--- src/tvs_pkg.sv ---
// shared types and constants of the trilinear volume sampler
`timescale 1ns / 1ps
`default_nettype none

package tvs_pkg;

    // fixed field widths
    localparam int COORD_W     = 18;
    localparam int ADDR_IN_W   = 18;
    localparam int VALUE_IN_W  = 16;
    localparam int DIM_W       = 7;
    localparam int DIM_XY_W    = 2 * DIM_W;
    localparam int CELL_ADDR_W = 3 * DIM_W;
    localparam int OUT_W       = 40;
    localparam int IDX_W       = DIM_W;

    // command queue between front and back
    localparam int Q_DEPTH = 4;
    localparam int Q_PTR_W = 2;
    localparam int Q_CNT_W = 3;

    localparam logic [DIM_W-1:0]    DIM_RESET    = 7'd64;
    localparam logic [DIM_XY_W-1:0] DIM_XY_RESET = 14'd4096;
    localparam logic [2:0]          LAST_CORNER  = 3'd7;

    // register indexes on the config port
    localparam logic [1:0] REG_DIM_X = 2'd0;
    localparam logic [1:0] REG_DIM_Y = 2'd1;
    localparam logic [1:0] REG_DIM_Z = 2'd2;

    // control bits of one queued command
    typedef struct packed {
        logic is_sample;
        logic in_cell;
    } t_cmd_ctl;

    typedef enum logic [1:0] {
        B_IDLE,
        B_READ,
        B_DRAIN
    } t_back_state;

endpackage

`default_nettype wire

--- src/tvs_queue.sv ---
// short command queue between front and back
`timescale 1ns / 1ps
`default_nettype none

module tvs_queue #(
    parameter int DATA_W = 64
) (
    input  wire                            i_clk,
    input  wire                            i_rst_n,
    input  wire                            i_push,
    input  wire  [DATA_W-1:0]              i_data,
    input  wire                            i_pop,
    output logic [DATA_W-1:0]              o_data,
    output logic                           o_valid,
    output logic [tvs_pkg::Q_CNT_W-1:0]    o_count
);

    logic [DATA_W-1:0]               r_slot [tvs_pkg::Q_DEPTH];
    logic [tvs_pkg::Q_PTR_W-1:0]     r_wp;
    logic [tvs_pkg::Q_PTR_W-1:0]     r_rp;
    logic [tvs_pkg::Q_CNT_W-1:0]     r_count;
    logic                            w_pop;

    assign w_pop = i_pop && (r_count != '0);

    always_ff @(posedge i_clk) begin
        if (!i_rst_n) begin
            r_wp    <= '0;
            r_rp    <= '0;
            r_count <= '0;
        end else begin
            if (i_push) begin
                r_wp <= r_wp + tvs_pkg::Q_PTR_W'(1);
            end
            if (w_pop) begin
                r_rp <= r_rp + tvs_pkg::Q_PTR_W'(1);
            end
            if (i_push && !w_pop) begin
                r_count <= r_count + tvs_pkg::Q_CNT_W'(1);
            end else if (w_pop && !i_push) begin
                r_count <= r_count - tvs_pkg::Q_CNT_W'(1);
            end
        end
    end

    always_ff @(posedge i_clk) begin
        if (i_push) begin
            r_slot[r_wp] <= i_data;
        end
    end

    assign o_data  = r_slot[r_rp];
    assign o_valid = (r_count != '0);
    assign o_count = r_count;

endmodule

`default_nettype wire

--- config.mk ---
export PLATFORM = sky130hd
export DESIGN_NAME = tvs_queue
export DESIGN_NICKNAME = d
export VERILOG_FILES = /design/src/tvs_pkg.sv /design/src/tvs_queue.sv
export SDC_FILE = /design/constraint.sdc
export NUM_CORES = 1
export LEC_CHECK = 0
export BUFFER_PORTS_ARGS = -buffer_cell sky130_fd_sc_hd__buf_2
export CORE_UTILIZATION = 50
export CTS_CLUSTER_SIZE = 14
export DETAILED_ROUTE_END_ITERATION = 10
export PLACE_DENSITY_LB_ADDON = 0.08
export SLEW_MARGIN = 20
export SYNTH_ARGS = -nofsm -noshare
export SYNTH_HDL_FRONTEND = slang
export SYNTH_SLANG_ARGS = --single-unit
--- constraint.sdc ---
create_clock -name i_clk -period 5.8 [get_ports i_clk]
set_input_delay 0.87 -clock i_clk [delete_from_list [all_inputs] [get_ports i_clk]]
set_output_delay 0.87 -clock i_clk [all_outputs]
set_load 0.01 [all_outputs]
==> results_dict.tcl <==
set metrics [dict create \
    status "finished clean" \
    ys_warn_count 0 \
    cts_buffer_depth 3 \
    clk_pin_slew_worst_paths_ns 0.06 \
    synth.top_cell.area_share_pct 78.7 \
    whs_ns 0.566 \
    vias 4265 \
    powerDensity_nw_per_um2 424 \
    syn_area_per_cell_um2 26.0 \
    ant_nets 0 \
    synthAdderAreaFrac_pct 0.846 \
    routed_wl_mm 16.4 \
    drv_cap 0 \
    ctsResizeCount 0 \
    max_freq_mhz 276 \
    p_leak_nw 3.86 \
    nets 600 \
    cts_tree "built" \
    synth_compound_area_share_pct 0.346 \
    antenna_found_initial 3 \
    slew_viol_final 0 \
    cts_hold_buf 0 \
    postCtsSetupBuffers 0 \
    wl_per_cell_um 20.3 \
    initial_utilization_pct 51.7 \
    start_kind "register" \
    syn_area_um2 9760 \
    seq_area_frac_synth_pct 80.6 \
    ys_seq_elements 265 \
    grtUsageTotal_pct 17.0 \
    setup_violations 0 \
    worst_pin_slew_ns 1.00 \
    worst-path-max-fanout 48 \
    grt_overflow 0 \
    synth_simple_gate_area_share_pct 0.833 \
    area_growth_pct 17.6 \
    die_h_um 142 \
    gp_congestion 0.707 \
    clock_sinks 265 \
    final.setup.tns_ns 0 \
    endpoint_kind "primary output" \
    grt_pass1_wl_mm 25.3 \
    place_hpwl_mm 9.06 \
    yosysTopAreaCell "edfxtp_1" \
    hp-class "register to register" \
    synth_nets 450 \
    port-buffer-count 135 \
    grt_pass1_vias 4580 \
    cts-htree-levels 1 \
    cts_root_buf "clkbuf_16" \
    drive_gt1_share_pct 44.0 \
    grt_setup_unrepaired "false" \
    synthMuxAreaShare_pct 15.1 \
    period_needed_ns 3.63 \
    clkLatencyLatePin_ns 0.52 \
    clock_skew_ns 0.0111 \
    drtPass1Iterations 4 \
    core-area_um2 18900 \
    period_share_pct 62.6 \
    utilization_pct 60.8 \
    synthXorXnorAreaFrac_pct 0.449 \
    hold_viol 0 \
    power_mw 4.87 \
    worstPathRequired_ns 4.93 \
    dieArea_um2 20100 \
    die_x_um 142 \
    io_pins 136 \
    critical_path_class "register to primary output" \
    drc_errors 0 \
    ir_worst_vdd_mv 0.234 \
    drt-initial-drc-count 151 \
    worst_ep_arrival_time_ns 2.76 \
    synth_area_leaders "edfxtp_1 (79%), mux4_2 (14%), dfxtp_1 (1.8%)" \
    grt_max_degree 65 \
    rows 50 \
    synth_top_family_by_area "multiplexers" \
    cts_inserted_buffers 26 \
    viasPerCell 5.29 \
    synth_cells 376 \
    maxSlewHeadroom_pct 33.0 \
    ys_types 21 \
]
worst max-delay path: stages, from the launching register on:
cell     delay (ns)
dfxtp_4        1.00
buf_4          0.49
mux4_1         0.59
buf_2          0.15
registers in the layout (all words and copies together) (netlist names), named ones only:
| name | count |
|---|---|
| o_count | 3 |
| r_rp | 2 |
| r_slot | 256 |
| r_wp | 2 |
path summary, 6_finish.rpt:
path,from,endpoint,slack (ns),depth (start not counted)
max,register,o_data[55],2.17,3
min,r_wp[1],r_wp[1],0.57,2
max reg2reg,o_count[0],o_count[2],3.67,7
min reg2reg,r_wp[1],r_wp[1],0.57,2
layout by cell type (no fill, tap or decap), types with 3 or more instances in the layout:
cell | synthesis | final
ha_1 | 5 | 5
xnor2_1 | 3 | 3
clkinv_1 | 0 | 5
clkbuf_16 | 0 | 27
and2_4 | 0 | 4
inv_1 | 3 | 3
and2_1 | 9 | 5
clkbuf_8 | 0 | 4
dfxtp_1 | 9 | 7
clkbuf_1 | 0 | 6
mux4_1 | 4 | 4
edfxtp_1 | 256 | 256
clkinv_2 | 0 | 3
buf_2 | 6 | 135
mux4_2 | 60 | 60
Yosys cell counts:
library cell and instances:
clkbuf_2 1, o311ai_1 1, fa_1 1, ha_1 5, a21boi_0 1, edfxtp_1 256
buf_6 1, buf_12 6, and2_1 9, buf_2 6, mux4_1 4, mux4_2 60
xnor2_1 3, nor2b_1 2, inv_1 3, o21ai_0 1, dfxtp_1 9, xor2_1 2
or3_1 2, o31ai_2 1, mux2i_1 2
layer usage:
layer | share of wire, % | up-vias | GRT usage, %
li1 | - | 1911 | -
met5 | 0.11 | - | 0
met3 | 5.0 | 27 | 3.48
met2 | 50 | 112 | 29.1
met1 | 43 | 2211 | 22.3
met4 | 1.7 | 4 | 4.47
power breakdown:
group | total, mW | switching (mW) | internal (mW)
sequential | 2.38 | 0.164 | 2.21
combinational | 0.848 | 0.361 | 0.486
clock | 1.64 | 0.655 | 0.988
metrics by stage:
stage / worst slack, ns / cells / instance area [µm²]
after floorplan: 2.99 / 376 / 9760
after global placement: 2.59 / 758 / 10600
after detailed placement: 2.59 / 758 / 10600
after CTS: 2.05 / 806 / 11500
after global routing: 1.90 / 806 / 11500
final: 2.17 / 807 / 11500
area by class of cell:
class	count	area, µm²
multi-input combinational	94	1730
fill	1425	7410
inverter	3	11.3
timing repair buffer	136	683
clock buffer	37	753
clock inverter	11	101
sequential	265	7880
tap	260	325
antenna	1	2.50
cell families (layout without fill, tap and decap cells):
kind of cell | after synthesis | after routing
other cells | 0 | 1
flops | 265 | 265
buf+inv | 17 | 187
compound gates | 4 | 4
mux | 66 | 66
simple gates | 13 | 13
fa+ha+maj | 6 | 6
xor+xnor | 5 | 5
Power figures use the tool's default switching activity.
