**src/tvs_pkg.sv**
```systemverilog
// shared types and constants of the trilinear volume sampler
`timescale 1ns / 1ps
`default_nettype none

package tvs_pkg;

    // fixed field widths
    localparam int COORD_W     = 18;
    localparam int ADDR_IN_W   = 18;
    localparam int VALUE_IN_W  = 16;
    localparam int DIM_W       = 7;
    localparam int DIM_XY_W    = 2 * DIM_W;
    localparam int CELL_ADDR_W = 3 * DIM_W;
    localparam int OUT_W       = 40;
    localparam int IDX_W       = DIM_W;

    // command queue between front and back
    localparam int Q_DEPTH = 4;
    localparam int Q_PTR_W = 2;
    localparam int Q_CNT_W = 3;

    localparam logic [DIM_W-1:0]    DIM_RESET    = 7'd64;
    localparam logic [DIM_XY_W-1:0] DIM_XY_RESET = 14'd4096;
    localparam logic [2:0]          LAST_CORNER  = 3'd7;

    // register indexes on the config port
    localparam logic [1:0] REG_DIM_X = 2'd0;
    localparam logic [1:0] REG_DIM_Y = 2'd1;
    localparam logic [1:0] REG_DIM_Z = 2'd2;

    // control bits of one queued command
    typedef struct packed {
        logic is_sample;
        logic in_cell;
    } t_cmd_ctl;

    typedef enum logic [1:0] {
        B_IDLE,
        B_READ,
        B_DRAIN
    } t_back_state;

endpackage

`default_nettype wire

```
**src/tvs_front.sv**
```systemverilog
// front end: takes beats, splits coordinates, checks the cell and forms the base address
`timescale 1ns / 1ps
`default_nettype none

module tvs_front #(
    parameter int VOXEL_BITS    = 16,
    parameter int FRACTION_BITS = 8,
    parameter int CA_W          = 21
) (
    input  wire                                     i_clk,
    input  wire                                     i_rst_n,
    input  wire                                     i_start,
    output logic                                    o_busy,
    input  wire                                     i_action,
    input  wire        [tvs_pkg::ADDR_IN_W-1:0]     i_voxel_address,
    input  wire signed [tvs_pkg::VALUE_IN_W-1:0]    i_voxel_value,
    input  wire signed [tvs_pkg::COORD_W-1:0]       i_coord_x,
    input  wire signed [tvs_pkg::COORD_W-1:0]       i_coord_y,
    input  wire signed [tvs_pkg::COORD_W-1:0]       i_coord_z,
    input  wire        [tvs_pkg::DIM_W-1:0]         i_dim_x,
    input  wire        [tvs_pkg::DIM_W-1:0]         i_dim_y,
    input  wire        [tvs_pkg::DIM_W-1:0]         i_dim_z,
    input  wire        [tvs_pkg::DIM_XY_W-1:0]      i_dim_xy,
    input  wire        [tvs_pkg::Q_CNT_W-1:0]       i_q_count,
    output logic                                    o_push,
    output tvs_pkg::t_cmd_ctl                       o_push_ctl,
    output logic       [CA_W-1:0]                   o_push_addr,
    output logic       [VOXEL_BITS-1:0]             o_push_value,
    output logic       [FRACTION_BITS-1:0]          o_push_fx,
    output logic       [FRACTION_BITS-1:0]          o_push_fy,
    output logic       [FRACTION_BITS-1:0]          o_push_fz
);

    localparam int CW    = tvs_pkg::COORD_W;
    localparam int INT_W = CW - FRACTION_BITS;
    localparam int CMP_W = (INT_W + 1 > 8) ? INT_W + 1 : 8;
    localparam int XW    = tvs_pkg::IDX_W;

    logic                   w_accept;
    logic [tvs_pkg::Q_CNT_W:0] w_in_flight;

    // stage 1: captured beat
    logic                   r1_v;
    logic                   r1_sample;
    logic [tvs_pkg::ADDR_IN_W-1:0] r1_waddr;
    logic [VOXEL_BITS-1:0]  r1_value;
    logic [CW-1:0]          r1_cx;
    logic [CW-1:0]          r1_cy;
    logic [CW-1:0]          r1_cz;

    logic [INT_W-1:0]       w_int_x;
    logic [INT_W-1:0]       w_int_y;
    logic [INT_W-1:0]       w_int_z;
    logic [CMP_W-1:0]       w_ext_x;
    logic [CMP_W-1:0]       w_ext_y;
    logic [CMP_W-1:0]       w_ext_z;
    logic                   w_in_cell;

    // stage 2: index products
    logic                   r2_v;
    logic                   r2_sample;
    logic                   r2_in_cell;
    logic [tvs_pkg::ADDR_IN_W-1:0] r2_waddr;
    logic [VOXEL_BITS-1:0]  r2_value;
    logic [XW-1:0]          r2_x;
    logic [tvs_pkg::DIM_XY_W-1:0]    r2_py;
    logic [tvs_pkg::CELL_ADDR_W-1:0] r2_pz;
    logic [FRACTION_BITS-1:0] r2_fx;
    logic [FRACTION_BITS-1:0] r2_fy;
    logic [FRACTION_BITS-1:0] r2_fz;

    // credit check: the queue always has room for everything in flight
    assign w_in_flight = {1'b0, i_q_count} + (tvs_pkg::Q_CNT_W + 1)'(r1_v)
                       + (tvs_pkg::Q_CNT_W + 1)'(r2_v);
    assign o_busy   = (w_in_flight >= (tvs_pkg::Q_CNT_W + 1)'(tvs_pkg::Q_DEPTH));
    assign w_accept = i_start && !o_busy;

    // floor is the upper bits, fraction the lower bits
    assign w_int_x = r1_cx[CW-1:FRACTION_BITS];
    assign w_int_y = r1_cy[CW-1:FRACTION_BITS];
    assign w_int_z = r1_cz[CW-1:FRACTION_BITS];
    assign w_ext_x = CMP_W'(w_int_x);
    assign w_ext_y = CMP_W'(w_int_y);
    assign w_ext_z = CMP_W'(w_int_z);

    assign w_in_cell = !r1_cx[CW-1] && !r1_cy[CW-1] && !r1_cz[CW-1]
                    && ((w_ext_x + CMP_W'(1)) < CMP_W'(i_dim_x))
                    && ((w_ext_y + CMP_W'(1)) < CMP_W'(i_dim_y))
                    && ((w_ext_z + CMP_W'(1)) < CMP_W'(i_dim_z));

    always_ff @(posedge i_clk) begin
        if (!i_rst_n) begin
            r1_v <= 1'b0;
            r2_v <= 1'b0;
        end else begin
            r1_v <= w_accept;
            r2_v <= r1_v;
        end
    end

    always_ff @(posedge i_clk) begin
        if (w_accept) begin
            r1_sample <= i_action;
            r1_waddr  <= i_voxel_address;
            r1_value  <= VOXEL_BITS'(i_voxel_value);
            r1_cx     <= i_coord_x;
            r1_cy     <= i_coord_y;
            r1_cz     <= i_coord_z;
        end
        r2_sample  <= r1_sample;
        r2_in_cell <= w_in_cell;
        r2_waddr   <= r1_waddr;
        r2_value   <= r1_value;
        r2_x       <= w_ext_x[XW-1:0];
        r2_py      <= w_ext_y[XW-1:0] * i_dim_x;
        r2_pz      <= w_ext_z[XW-1:0] * i_dim_xy;
        r2_fx      <= r1_cx[FRACTION_BITS-1:0];
        r2_fy      <= r1_cy[FRACTION_BITS-1:0];
        r2_fz      <= r1_cz[FRACTION_BITS-1:0];
    end

    assign o_push               = r2_v;
    assign o_push_ctl.is_sample = r2_sample;
    assign o_push_ctl.in_cell   = r2_in_cell;
    assign o_push_addr  = r2_sample ? (CA_W'(r2_x) + CA_W'(r2_py) + CA_W'(r2_pz))
                                    : CA_W'(r2_waddr);
    assign o_push_value = r2_value;
    assign o_push_fx    = r2_fx;
    assign o_push_fy    = r2_fy;
    assign o_push_fz    = r2_fz;

`ifndef SYNTH
    a_no_queue_overflow: assert property (@(posedge i_clk) disable iff (!i_rst_n)
        o_push |-> (i_q_count < tvs_pkg::Q_CNT_W'(tvs_pkg::Q_DEPTH)))
        else $error("front pushed into a full queue");
`endif

endmodule

`default_nettype wire

```
**config.mk**
```make
export PLATFORM = sky130hd
export DESIGN_NAME = tvs_front
export DESIGN_NICKNAME = d
export VERILOG_FILES = /design/src/tvs_pkg.sv /design/src/tvs_front.sv
export SDC_FILE = /design/constraint.sdc
export NUM_CORES = 1
export LEC_CHECK = 0
export ABC_CLOCK_PERIOD_IN_PS = 4700
export BUFFER_PORTS_ARGS = -buffer_cell sky130_fd_sc_hd__buf_2
export CAP_MARGIN = 20
export CORE_MARGIN = 1.5
export CORE_UTILIZATION = 52
export DETAILED_ROUTE_END_ITERATION = 12
export PLACE_DENSITY_LB_ADDON = 0.3
export SYNTH_ARGS = -nofsm -noshare
export SYNTH_HDL_FRONTEND = slang
export SYNTH_SLANG_ARGS = --single-unit
export TNS_END_PERCENT = 50
```
**constraint.sdc**
```tcl
create_clock -name i_clk -period 4.7 [get_ports i_clk]
set_input_delay 0.47 -clock i_clk [delete_from_list [all_inputs] [get_ports i_clk]]
set_output_delay 0.47 -clock i_clk [all_outputs]
set_load 0.02 [all_outputs]
```
==> impl_results.md, run 1 <==
* Worst Reg-to-Reg Cells at 13
* Layout Cells excl Fill at 1553
* Power Dens Cells at 512.9 mW/mm^2
* GR Util All Layers at 0.2156
* R2r startpoint: r1_cz[13]
* Largest net degree at the start of global routing at 60
* WHS Path Cells at 1
* Status: finished, final reports clean
* Syn Area/Cell at 11.12 um^2
* Worst Tran Pin Value at 0.8571 ns
* Vias per inst at 5.154
* Final Max Tran Viols at 0
* Final setup fails at 0
* First-pass GRT wire length at 40200 um
* Routed via count at 8004
* Worst-path fanout max at 6
* Cell taking the most area after synthesis: edfxtp_1
* Synth top area share at 0.2317
* Total Nets Final at 1594
* Post-Route Setup TNS at 0 ns
* Pwr Total at 7.022 mW
* Share of power burned in registers at 0.293
* #FFs+latches synth at 193
* Share of cells above drive strength 1 at 0.2162
* Setup crit start: r1_cz[13]
* Critical Path AT at 4.89 ns
* Clock group share of total power at 0.217
* Top cells by area, synth: edfxtp_1, dfxtp_1, fa_1, ha_1, and2_1
* Startpoint types: flop
* Die area at 0.02308 mm^2
* Post-layout util at 0.6273
* Yosys warns at 0
* H-tree depth at 4
* Number of synthesized flops with an enable pin at 89
* Max-Cap Viols at 0
* Synth cell count leaders: inv_1, ha_1, dfxtp_1
* Distinct cells, synth at 50
* Placed insts at 1510
* Synthesized area at 0.01153 mm^2
* Net Sw Power at 2.861 mW
* Ys flop type: dfxtp_1
* Min Tclk post-route at 4.533 ns
* CTS tree: built
* GRT overflow at 0
* CTS Buffer Depth at 2
* Fraction of the cycle the final worst path needs at 0.9644
* Sequential element share of the synthesized area at 0.4122
* # DRC at 0
* Gate power share at 0.491
* Max frequency at 220.6 MHz
* Initial Utilization at 0.5286
* Die W at 151.9 um
* Net Count, Synth at 1372
* Post-route ant nets at 0
* HP Class: primary input to flop
* P_int at 4.160 mW
* Die Y at 151.9 um
* Final HPWL DP at 19500 um
* Buffers on Ports at 194
* GP Congestion at 0.8636
* # rows at 54
* CTS Buf Count at 17
* Maximum vdd drop at 0.0003251 V
* DR WL/cell at 15.60 um
* Cells after Synth at 1037
* Clock Skews at 0.01621 ns
* I/O pins at 195
* Leak at 6.517 nW
* Worst EP required at 5.06 ns
* Core Area at 0.02182 mm^2
* Crit path capture: r2_pz[18]
* Async SR Flop Fraction at 0
* Routed WL at 24220 um
* Slew Limit Headroom at 0.4286
* Clock Latency Late Sink at 0.44 ns
* Area added between synthesis and finish at 18.69%
* Setup CP Type: flop to flop
* FF-to-FF End: r2_pz[18]
* Clock sink count at 193
* Fill count at 1773
* Sw frac at 0.4075
* Register clock-pin slew on the reported worst setup and hold paths at 0.09 ns
* Initial DRC count at 411
* Top-count cell post-synth: inv_1
* Clk root buf: clkbuf_16
* Vias in the first global route at 8351
* DRT Pass-1 Iters at 5
* Final Hold Vio Count at 0
* R2R Setup Slk at 0.17 ns
* Initial antenna violation count at 1
* Critical Path End Type: flop
-- layout by cell type (no fill, tap or decap), drive strengths merged, types with 5 or more instances in the layout --
cell type and count:
xor2 18, o21a 7, mux2 9, a21o 19, o21ai 29, a21oi 40
xnor2 29, inv 140, clkinv 6, clkbuf 17, o211ai 5, nand3 19
nor3 10, nor2 23, or3 5, o21bai 5, fa 91, a2111oi 6
a211oi 8, nand2 94, and2 91, nand4 11, buf 225, edfxtp 89
and3 9, ha 114, dfxtp 104
-- how the worst min path moves through the flow --
stage              endpoint  slack, ns     startpoint
6_report          r1_cy[12]       0.19  i_coord_y[12]
3_5_place_dp   o_push_fz[3]       0.33       r1_cz[3]
3_3_place_gp   o_push_fy[0]       0.32       r1_cy[0]
2_1_floorplan  o_push_fx[0]       0.32       r1_cx[0]
5_1_grt           r1_cy[12]       0.17  i_coord_y[12]
4_1_cts            r1_cx[4]       0.17   i_coord_x[4]
-- routing by layer --
metal	part of all wire	GRT usage
met4	0.014	0.05779
met1	0.46	0.2799
met3	0.070	0.06389
met5	0	0
met2	0.46	0.3529
-- power groups by stage --
stage          clock [mW]  sequential, mW  combinational (mW)
3_5_place_dp            0            2.10                3.36
4_1_cts              1.57            2.06                3.39
3_3_place_gp            0            2.10                3.28
6_report             1.52            2.05                3.44
5_1_grt              1.62            2.08                3.86
2_1_floorplan           0            2.08                2.50
-- repair_timing --
item                       in CTS  in global routing
hold buffers                    0                  0
setup buffers                   0                 10
hold endpoints to repair        0                  0
gates resized for setup         0                 11
setup endpoints to repair       0                 11
-- cells by family after synthesis --
group / after synthesis / synth area share
AND/OR/NAND/NOR: 278 / 0.1238
adder cells (fa/ha/maj): 205 / 0.2816
flip-flops: 193 / 0.4122
buffers and inverters: 153 / 0.05044
AO/OA/AOI/OAI: 150 / 0.08580
XOR/XNOR: 47 / 0.03569
multiplexers: 11 / 0.01052
-- sequential cells by signal, summed over array words and instances (netlist names), 14 cells and up --
| register | count |
|---|---|
| r2_pz | 21 |
| o_push_value | 16 |
| r1_waddr | 18 |
| r1_cz | 18 |
| r1_value | 16 |
| r2_py | 14 |
| r2_waddr | 18 |
| r1_cy | 18 |
| r1_cx | 18 |
-- stage by stage --
| stage | hold slack (ns) | setup slack (ns) | area, um^2 |
|---|---|---|---|
| global placement | 0.3234 | 0.1376 | 12930 |
| finish | 0.1931 | 0.1674 | 13690 |
| global route | 0.1658 | -0.02355 | 13690 |
| floorplan | 0.3233 | 0.2280 | 11530 |
| detailed placement | 0.3269 | 0.02019 | 12930 |
| CTS | 0.1740 | 0.008834 | 13570 |
-- layout make-up --
class                   count  area (um^2)  share of cell area
inverters                 131        491.7             0.03592
repair buffers            225         1204             0.08792
well taps                 280        350.3             0.02559
flip-flops and latches    193         4755              0.3473
clock buffers              17        425.4             0.03107
clock inverters            15        220.2             0.01608
multi-input cells         691         6242              0.4560
diodes                      1        2.502           0.0001828
-- worst max-delay path, cell delays in order (launching register included) --
cell       delay, ns
edfxtp_1        0.50
and2_1          0.23
fa_1            0.49
fa_1            0.52
fa_1            0.54
inv_1           0.05
fa_1            0.53
inv_1           0.04
ha_1            0.34
a2111oi_0       0.36
a21oi_1         0.14
and2_1          0.23
a311oi_2        0.30
xnor2_1         0.16
Note: power is estimated with default switching activity, not from simulation.
==> run 2: changes to the inputs <==
--- a/config.mk
+++ b/config.mk
@@ -12,6 +12,7 @@
 export CORE_UTILIZATION = 52
 export DETAILED_ROUTE_END_ITERATION = 12
 export PLACE_DENSITY_LB_ADDON = 0.3
+export REMOVE_ABC_BUFFERS = 1
 export SYNTH_ARGS = -nofsm -noshare
 export SYNTH_HDL_FRONTEND = slang
 export SYNTH_SLANG_ARGS = --single-unit
==> run 2 against run 1 <==
Net effect:
- combinational power hardly changed
- design area grew 0.25%
- highest routed layer unchanged
- via count decreased by 0.59%
- clock power about the same
- sequential share of layout area fell by 0.086 points
- final cell count is 0.32% higher
- critical path type unchanged
- total power decreased by 0.33%
==> impl_results.md, run 2 (same netlist as run 1, synthesis figures left out) <==
* Most prevalent standard cell on the critical path: fa_1
* Leading cell types in the layout, fill and taps excluded: buf_2, inv_1, ha_1
* CTS Buffer Depth at 2 (unchanged)
* Vias in the first global route at 8259 (-1.1%)
* # DRC at 0 (unchanged)
* Leak at 6.548 nW (+0.48%)
* Critical Path AT at 4.98 ns (+0.09 ns)
* DR WL/cell at 15.76 um (+1.0%)
* Largest register FFs at 21 (unchanged)
* Clock sink count at 193 (unchanged)
* Worst EP required at 5.06 ns (about the same)
* HP Class: primary input to flop
* Min Tclk post-route at 4.623 ns (+0.09061 ns)
* H-tree depth at 4 (unchanged)
* Biggest register: r2_pz
* Net Sw Power at 2.861 mW (about the same)
* Gate power share at 0.488 (-0.003)
* Max frequency at 216.3 MHz (-2.0%)
* Die Y at 151.9 um (unchanged)
* Share of cells above drive strength 1 at 0.2193 (+0.003069)
* Worst-path fanout max at 8 (+2)
* Final WS setup at 0.07676 ns (-0.09061 ns)
* Initial Utilization at 0.5286 (unchanged)
* Initial DRC count at 363 (-12%)
* Final Hold Vio Count at 0 (unchanged)
* I/O pins at 195 (unchanged)
* Clock Skews at 0.02153 ns (+0.005317 ns)
* CP Cell Sequence: and2_1, fa_1, fa_1, fa_1, inv_1, fa_1, inv_1, ha_1, a2111oi_1, a21oi_2, and2_1, a311oi_1, xnor2_1
* Final Max Tran Viols at 0 (unchanged)
* Post-route ant nets at 0 (unchanged)
* Worst Tran Pin Value at 0.8967 ns (+0.03963 ns)
* Die W at 151.9 um (unchanged)
* Core Area at 0.02182 mm^2 (unchanged)
* Most common cell after layout, fill and taps aside: buf_2
* CTS Buf Count at 17 (unchanged)
* Routed via count at 7957 (-0.59%)
* Status: finished, final reports clean
* Clock Latency Late Sink at 0.44 ns (about the same)
* Max-Cap Viols at 0 (unchanged)
* Fraction of the cycle the final worst path needs at 0.9837 (+0.01928)
* Hold buffer count at cts at 0 (unchanged)
* GR Util All Layers at 0.2168 (+0.001261)
* Final setup fails at 0 (unchanged)
* GRT overflow at 0 (unchanged)
* Slew Limit Headroom at 0.4022 (-0.02642)
* Total Nets Final at 1599 (+0.31%)
* Pwr Total at 6.999 mW (-0.33%)
* Area added between synthesis and finish at 18.98%
* Critical Path End Type: flop
* Setup CP Type: flop to flop
* Clk root buf: clkbuf_16
* Maximum vdd drop at 0.0003450 V (+6.1%)
* Max stage delay on crit path at 0.55 ns (about the same)
* Largest net degree at the start of global routing at 64 (+6.7%)
* Final HPWL DP at 19170 um (-1.7%)
* Power Dens Cells at 509.9 mW/mm^2 (-0.58%)
* Startpoint types: flop
* Register clock-pin slew on the reported worst setup and hold paths at 0.09 ns (about the same)
* Setup WS pre-CTS at 0.003625 ns (-0.01656 ns)
* Clock group share of total power at 0.219 (+0.002)
* Die area at 0.02308 mm^2 (unchanged)
* Sw frac at 0.4088 (+0.001318)
* # rows at 54 (unchanged)
* GP Congestion at 0.8286 (-4.1%)
* Routed WL at 24550 um (+1.4%)
* Share of power burned in registers at 0.294 (about the same)
* Vias per inst at 5.107 (-0.91%)
* Buffers on Ports at 194 (unchanged)
* CTS tree: built
* Initial antenna violation count at 1 (unchanged)
* Crit-path slowest cell: fa_1
* First-pass GRT wire length at 40050 um (-0.38%)
* DRT Pass-1 Iters at 5 (unchanged)
* P_int at 4.138 mW (-0.55%)
-- run 2: worst max-delay path: cells and delay by family, from the launching register on --
| family | cells | cell delay [ns] |
|---|---|---|
| AO/OA/AOI/OAI | 3 | 0.96 |
| XOR/XNOR | 1 | 0.16 |
| adder cells (fa/ha/maj) | 5 | 2.40 |
| buffers and inverters | 2 | 0.09 |
| flip-flops | 1 | 0.51 |
| AND/OR/NAND/NOR | 2 | 0.44 |
-- run 2: metrics by stage --
| stage | instance area (um^2) | utilization | hold slack, ns | instances | TNS (ns) |
|---|---|---|---|---|---|
| floorplan | 11440 | - | 0.3233 | 1015 | 0 |
| global placement | 12920 | 0.5920 | 0.3235 | 1509 | 0 |
| detailed placement | 12920 | 0.5920 | 0.3269 | 1509 | 0 |
| CTS | 13580 | 0.6221 | 0.1779 | 1543 | 0 |
| global route | 13720 | 0.6288 | 0.1699 | 1557 | -0.1581 |
| finish | 13720 | 0.6289 | 0.1939 | 1558 | 0 |
-- run 2: path summary, 6_finish.rpt --
path	slack, ns	cells after the start	end	from
hold reg to reg	0.34	0	o_push_fx[5]	r1_cx[5]
setup reg to reg	0.08	13	r2_pz[18]	r1_cz[10]
setup / recovery	0.08	13	r2_pz[18]	r1_cz[10]
hold / removal	0.19	1	r1_value[11]	i_voxel_value[11]
-- run 2: final cells by class --
cell class / count / area, um^2
diodes: 1 / 2.502
clock buffers: 17 / 425.4
inverters: 131 / 491.7
flip-flops and latches: 193 / 4755
clock inverters: 15 / 216.5
repair buffers: 230 / 1246
well taps: 280 / 350.3
fillers: 1756 / 8099
multi-input cells: 691 / 6237
-- run 2: what timing repair did --
action | in CTS | in global routing
gates resized for setup | 0 | 11
pin swaps | 0 | 1
setup endpoints to repair | 1 | 7
cloned | 0 | 0
setup buffers | 2 | 14
-- run 2: power by group through the flow --
stage / clock network (mW) / logic [mW] / registers (mW)
after floorplan: 0 / 2.48 / 2.09
after detailed placement: 0 / 3.31 / 2.10
after CTS: 1.57 / 3.35 / 2.06
after global routing: 1.63 / 3.82 / 2.07
final: 1.53 / 3.41 / 2.05
after global placement: 0 / 3.26 / 2.09
-- run 2: routing by layer --
layer,global-route usage,vias to the layer above,routed length [um],share of wire
li1,-,3961,-,-
met1,0.2704,3750,10980,0.45
met2,0.3685,225,11620,0.47
met3,0.06503,21,1667,0.068
met4,0.05502,0,281,0.011
met5,0,-,0,0
==> run 3: changes to the inputs <==
--- a/config.mk
+++ b/config.mk
@@ -11,7 +11,7 @@
 export CORE_MARGIN = 1.5
 export CORE_UTILIZATION = 52
 export DETAILED_ROUTE_END_ITERATION = 12
-export PLACE_DENSITY_LB_ADDON = 0.3
+export PLACE_DENSITY = 0.75
 export REMOVE_ABC_BUFFERS = 1
 export SYNTH_ARGS = -nofsm -noshare
 export SYNTH_HDL_FRONTEND = slang
==> run 3 against run 2 <==
Net effect:
- fmax rose by 1.4%
- largest cell class unchanged
- utilization rose by 0.11 points
- sequential cell count did not move
- largest power group unchanged
- critical endpoint unchanged
- critical path type unchanged
- total power rose by 1.4%
- via count rose by 0.64%
- highest routed layer is now met5
- design area rose by 0.18%
==> impl_results.md, run 3 (same netlist as run 1, synthesis figures left out) <==
* Pwr Total at 7.097 mW (+1.4%)
* Die W at 151.9 um (unchanged)
* H-tree depth at 4 (unchanged)
* # DRC at 0 (unchanged)
* GR Util All Layers at 0.2205 (+0.003635)
* Slew Limit Headroom at 0.5167 (+0.1145)
* Clock group share of total power at 0.218 (about the same)
* Placed Instance Area at 0.01290 mm^2 (-0.12%)
* CTS Buffer Depth at 2 (unchanged)
* Share of power burned in registers at 0.290 (-0.004)
* Final Hold Vio Count at 0 (unchanged)
* Power Dens Cells at 516.2 mW/mm^2 (+1.2%)
* Sw frac at 0.4113 (+0.002482)
* Die Y at 151.9 um (unchanged)
* I/O pins at 195 (unchanged)
* Status: finished, final reports clean
* Post-route cell area at 0.01375 mm^2 (+0.18%)
* GP Congestion at 0.8706 (+5.1%)
* Die area at 0.02308 mm^2 (unchanged)
* DR WL/cell at 16.10 um (+2.2%)
* Worst EP required at 5.06 ns (about the same)
* Routed WL at 25050 um (+2.0%)
* Total Nets Final at 1598 (-0.063%)
* Routed via count at 8008 (+0.64%)
* Hold buffer count at cts at 0 (unchanged)
* Post-Route Hold Slack at 0.1917 ns (-0.002215 ns)
* Most common cell after layout, fill and taps aside: buf_2
* DRT Pass-1 Iters at 7 (+2)
* Final setup fails at 0 (unchanged)
* Clk root buf: clkbuf_16
* Worst Reg-to-Reg Cells at 14 (+1)
* Initial antenna violation count at 2 (+1)
* Final HPWL DP at 19510 um (+1.8%)
* First-pass GRT wire length at 40670 um (+1.6%)
* Register area at 0.004755 mm^2 (unchanged)
* Multi-input gate area at 0.006274 mm^2 (+0.58%)
* Leading cell types in the layout, fill and taps excluded: buf_2, inv_1, ha_1
* Share of cells above drive strength 1 at 0.2234 (+0.004090)
* CTS tree: built
* Net Sw Power at 2.919 mW (+2.0%)
* # rows at 54 (unchanged)
* WHS Path Cells at 1 (unchanged)
* P_int at 4.178 mW (+0.98%)
* Gate power share at 0.493 (+0.005)
* Max-Cap Viols at 0 (unchanged)
* Initial Utilization at 0.5286 (unchanged)
* GRT overflow at 0 (unchanged)
* Maximum vdd drop at 0.0003425 V (-0.73%)
* Max frequency at 219.3 MHz (+1.4%)
* Largest register FFs at 21 (unchanged)
* Worst Tran Pin Value at 0.7250 ns (-0.1718 ns)
* Buffers on Ports at 194 (unchanged)
* Clock sink count at 193 (unchanged)
* Biggest register: r2_pz
* Worst-path fanout max at 6 (-2)
* Clock Latency Late Sink at 0.44 ns (about the same)
* Largest net degree at the start of global routing at 53 (-17%)
* Startpoint types: flop
* Leak at 6.550 nW (about the same)
* HP Class: primary input to flop
* Vias in the first global route at 8275 (+0.19%)
* Area added between synthesis and finish at 19.20%
* Fraction of the cycle the final worst path needs at 0.9701 (-0.01360)
* Post-route ant nets at 0 (unchanged)
* Critical Path End Type: flop
* Fill count at 1757 (+0.057%)
* Antenna diodes at 0 (-1)
* Critical Path AT at 4.92 ns (-0.06 ns)
* Core Area at 0.02182 mm^2 (unchanged)
* Setup CP Type: flop to flop
* Clock Skews at 0.01495 ns (-0.006582 ns)
* Post-Route Setup TNS at 0 ns (unchanged)
* Vias per inst at 5.147 (+0.77%)
* Final Max Tran Viols at 0 (unchanged)
* CTS Buf Count at 17 (unchanged)
* Initial DRC count at 420 (+16%)
* Register clock-pin slew on the reported worst setup and hold paths at 0.09 ns (about the same)
* Min Tclk post-route at 4.559 ns (-0.06394 ns)
==> run 3: layer usage <==
metal | GRT usage | vias to the layer above | part of all wire
li1 | - | 3965 | -
met1 | 0.2748 | 3736 | 0.43
met2 | 0.3697 | 269 | 0.48
met3 | 0.07131 | 34 | 0.076
met4 | 0.05825 | 4 | 0.013
met5 | 0 | - | 0.00080
==> run 3: area by class of cell <==
class / instances / area share
Clock buffer: 17 / 0.03094
Clock inverter: 15 / 0.01638
Inverter: 131 / 0.03576
Multi-Input combinational cell: 691 / 0.4563
Sequential cell: 193 / 0.3458
Tap cell: 280 / 0.02548
Timing Repair Buffer: 229 / 0.08936
==> run 3: stage by stage <==
step	util	setup WS [ns]	std cells
6_report	0.6300	0.1407	1556
4_1_cts	0.6218	0.009925	1541
3_3_place_gp	0.5913	0.1455	1507
3_5_place_dp	0.5913	0.02776	1507
2_1_floorplan	-	0.3064	1015
5_1_grt	0.6300	-0.02708	1556
==> run 3: worst paths after layout <==
path                           to  slack (ns)         start
setup / recovery        r2_pz[18]        0.14     r1_cz[14]
hold / removal           r1_cz[4]        0.19  i_coord_z[4]
setup reg to reg        r2_pz[18]        0.14     r1_cz[14]
hold reg to reg   o_push_value[9]        0.34   r1_value[9]
==> run 3: worst max-delay path, cell delays in order (launching register included) <==
cell and delay (ns):
edfxtp_1 0.51, clkbuf_2 0.20, and2_1 0.17, fa_1 0.50, fa_1 0.53, fa_1 0.56, inv_1 0.06, fa_1 0.53
inv_1 0.04, ha_1 0.27, a21oi_2 0.20, o211ai_1 0.20, a22o_1 0.30, a311oi_2 0.26, xnor2_1 0.15
==> run 3: power by group through the flow <==
stage	Clock (mW)	Combinational (mW)	Sequential, mW
CTS	1.58	3.38	2.06
finish	1.54	3.50	2.06
global placement	0	3.27	2.09
global route	1.65	3.93	2.07
floorplan	0	2.48	2.09
detailed placement	0	3.34	2.10
==> run 3: timing repair <==
action / in CTS / in global routing
hold endpoints to repair: 0 / 0
buffers inserted: 2 / 15
resized for setup: 0 / 20
setup endpoints to repair: 1 / 12
pin swaps: 0 / 3
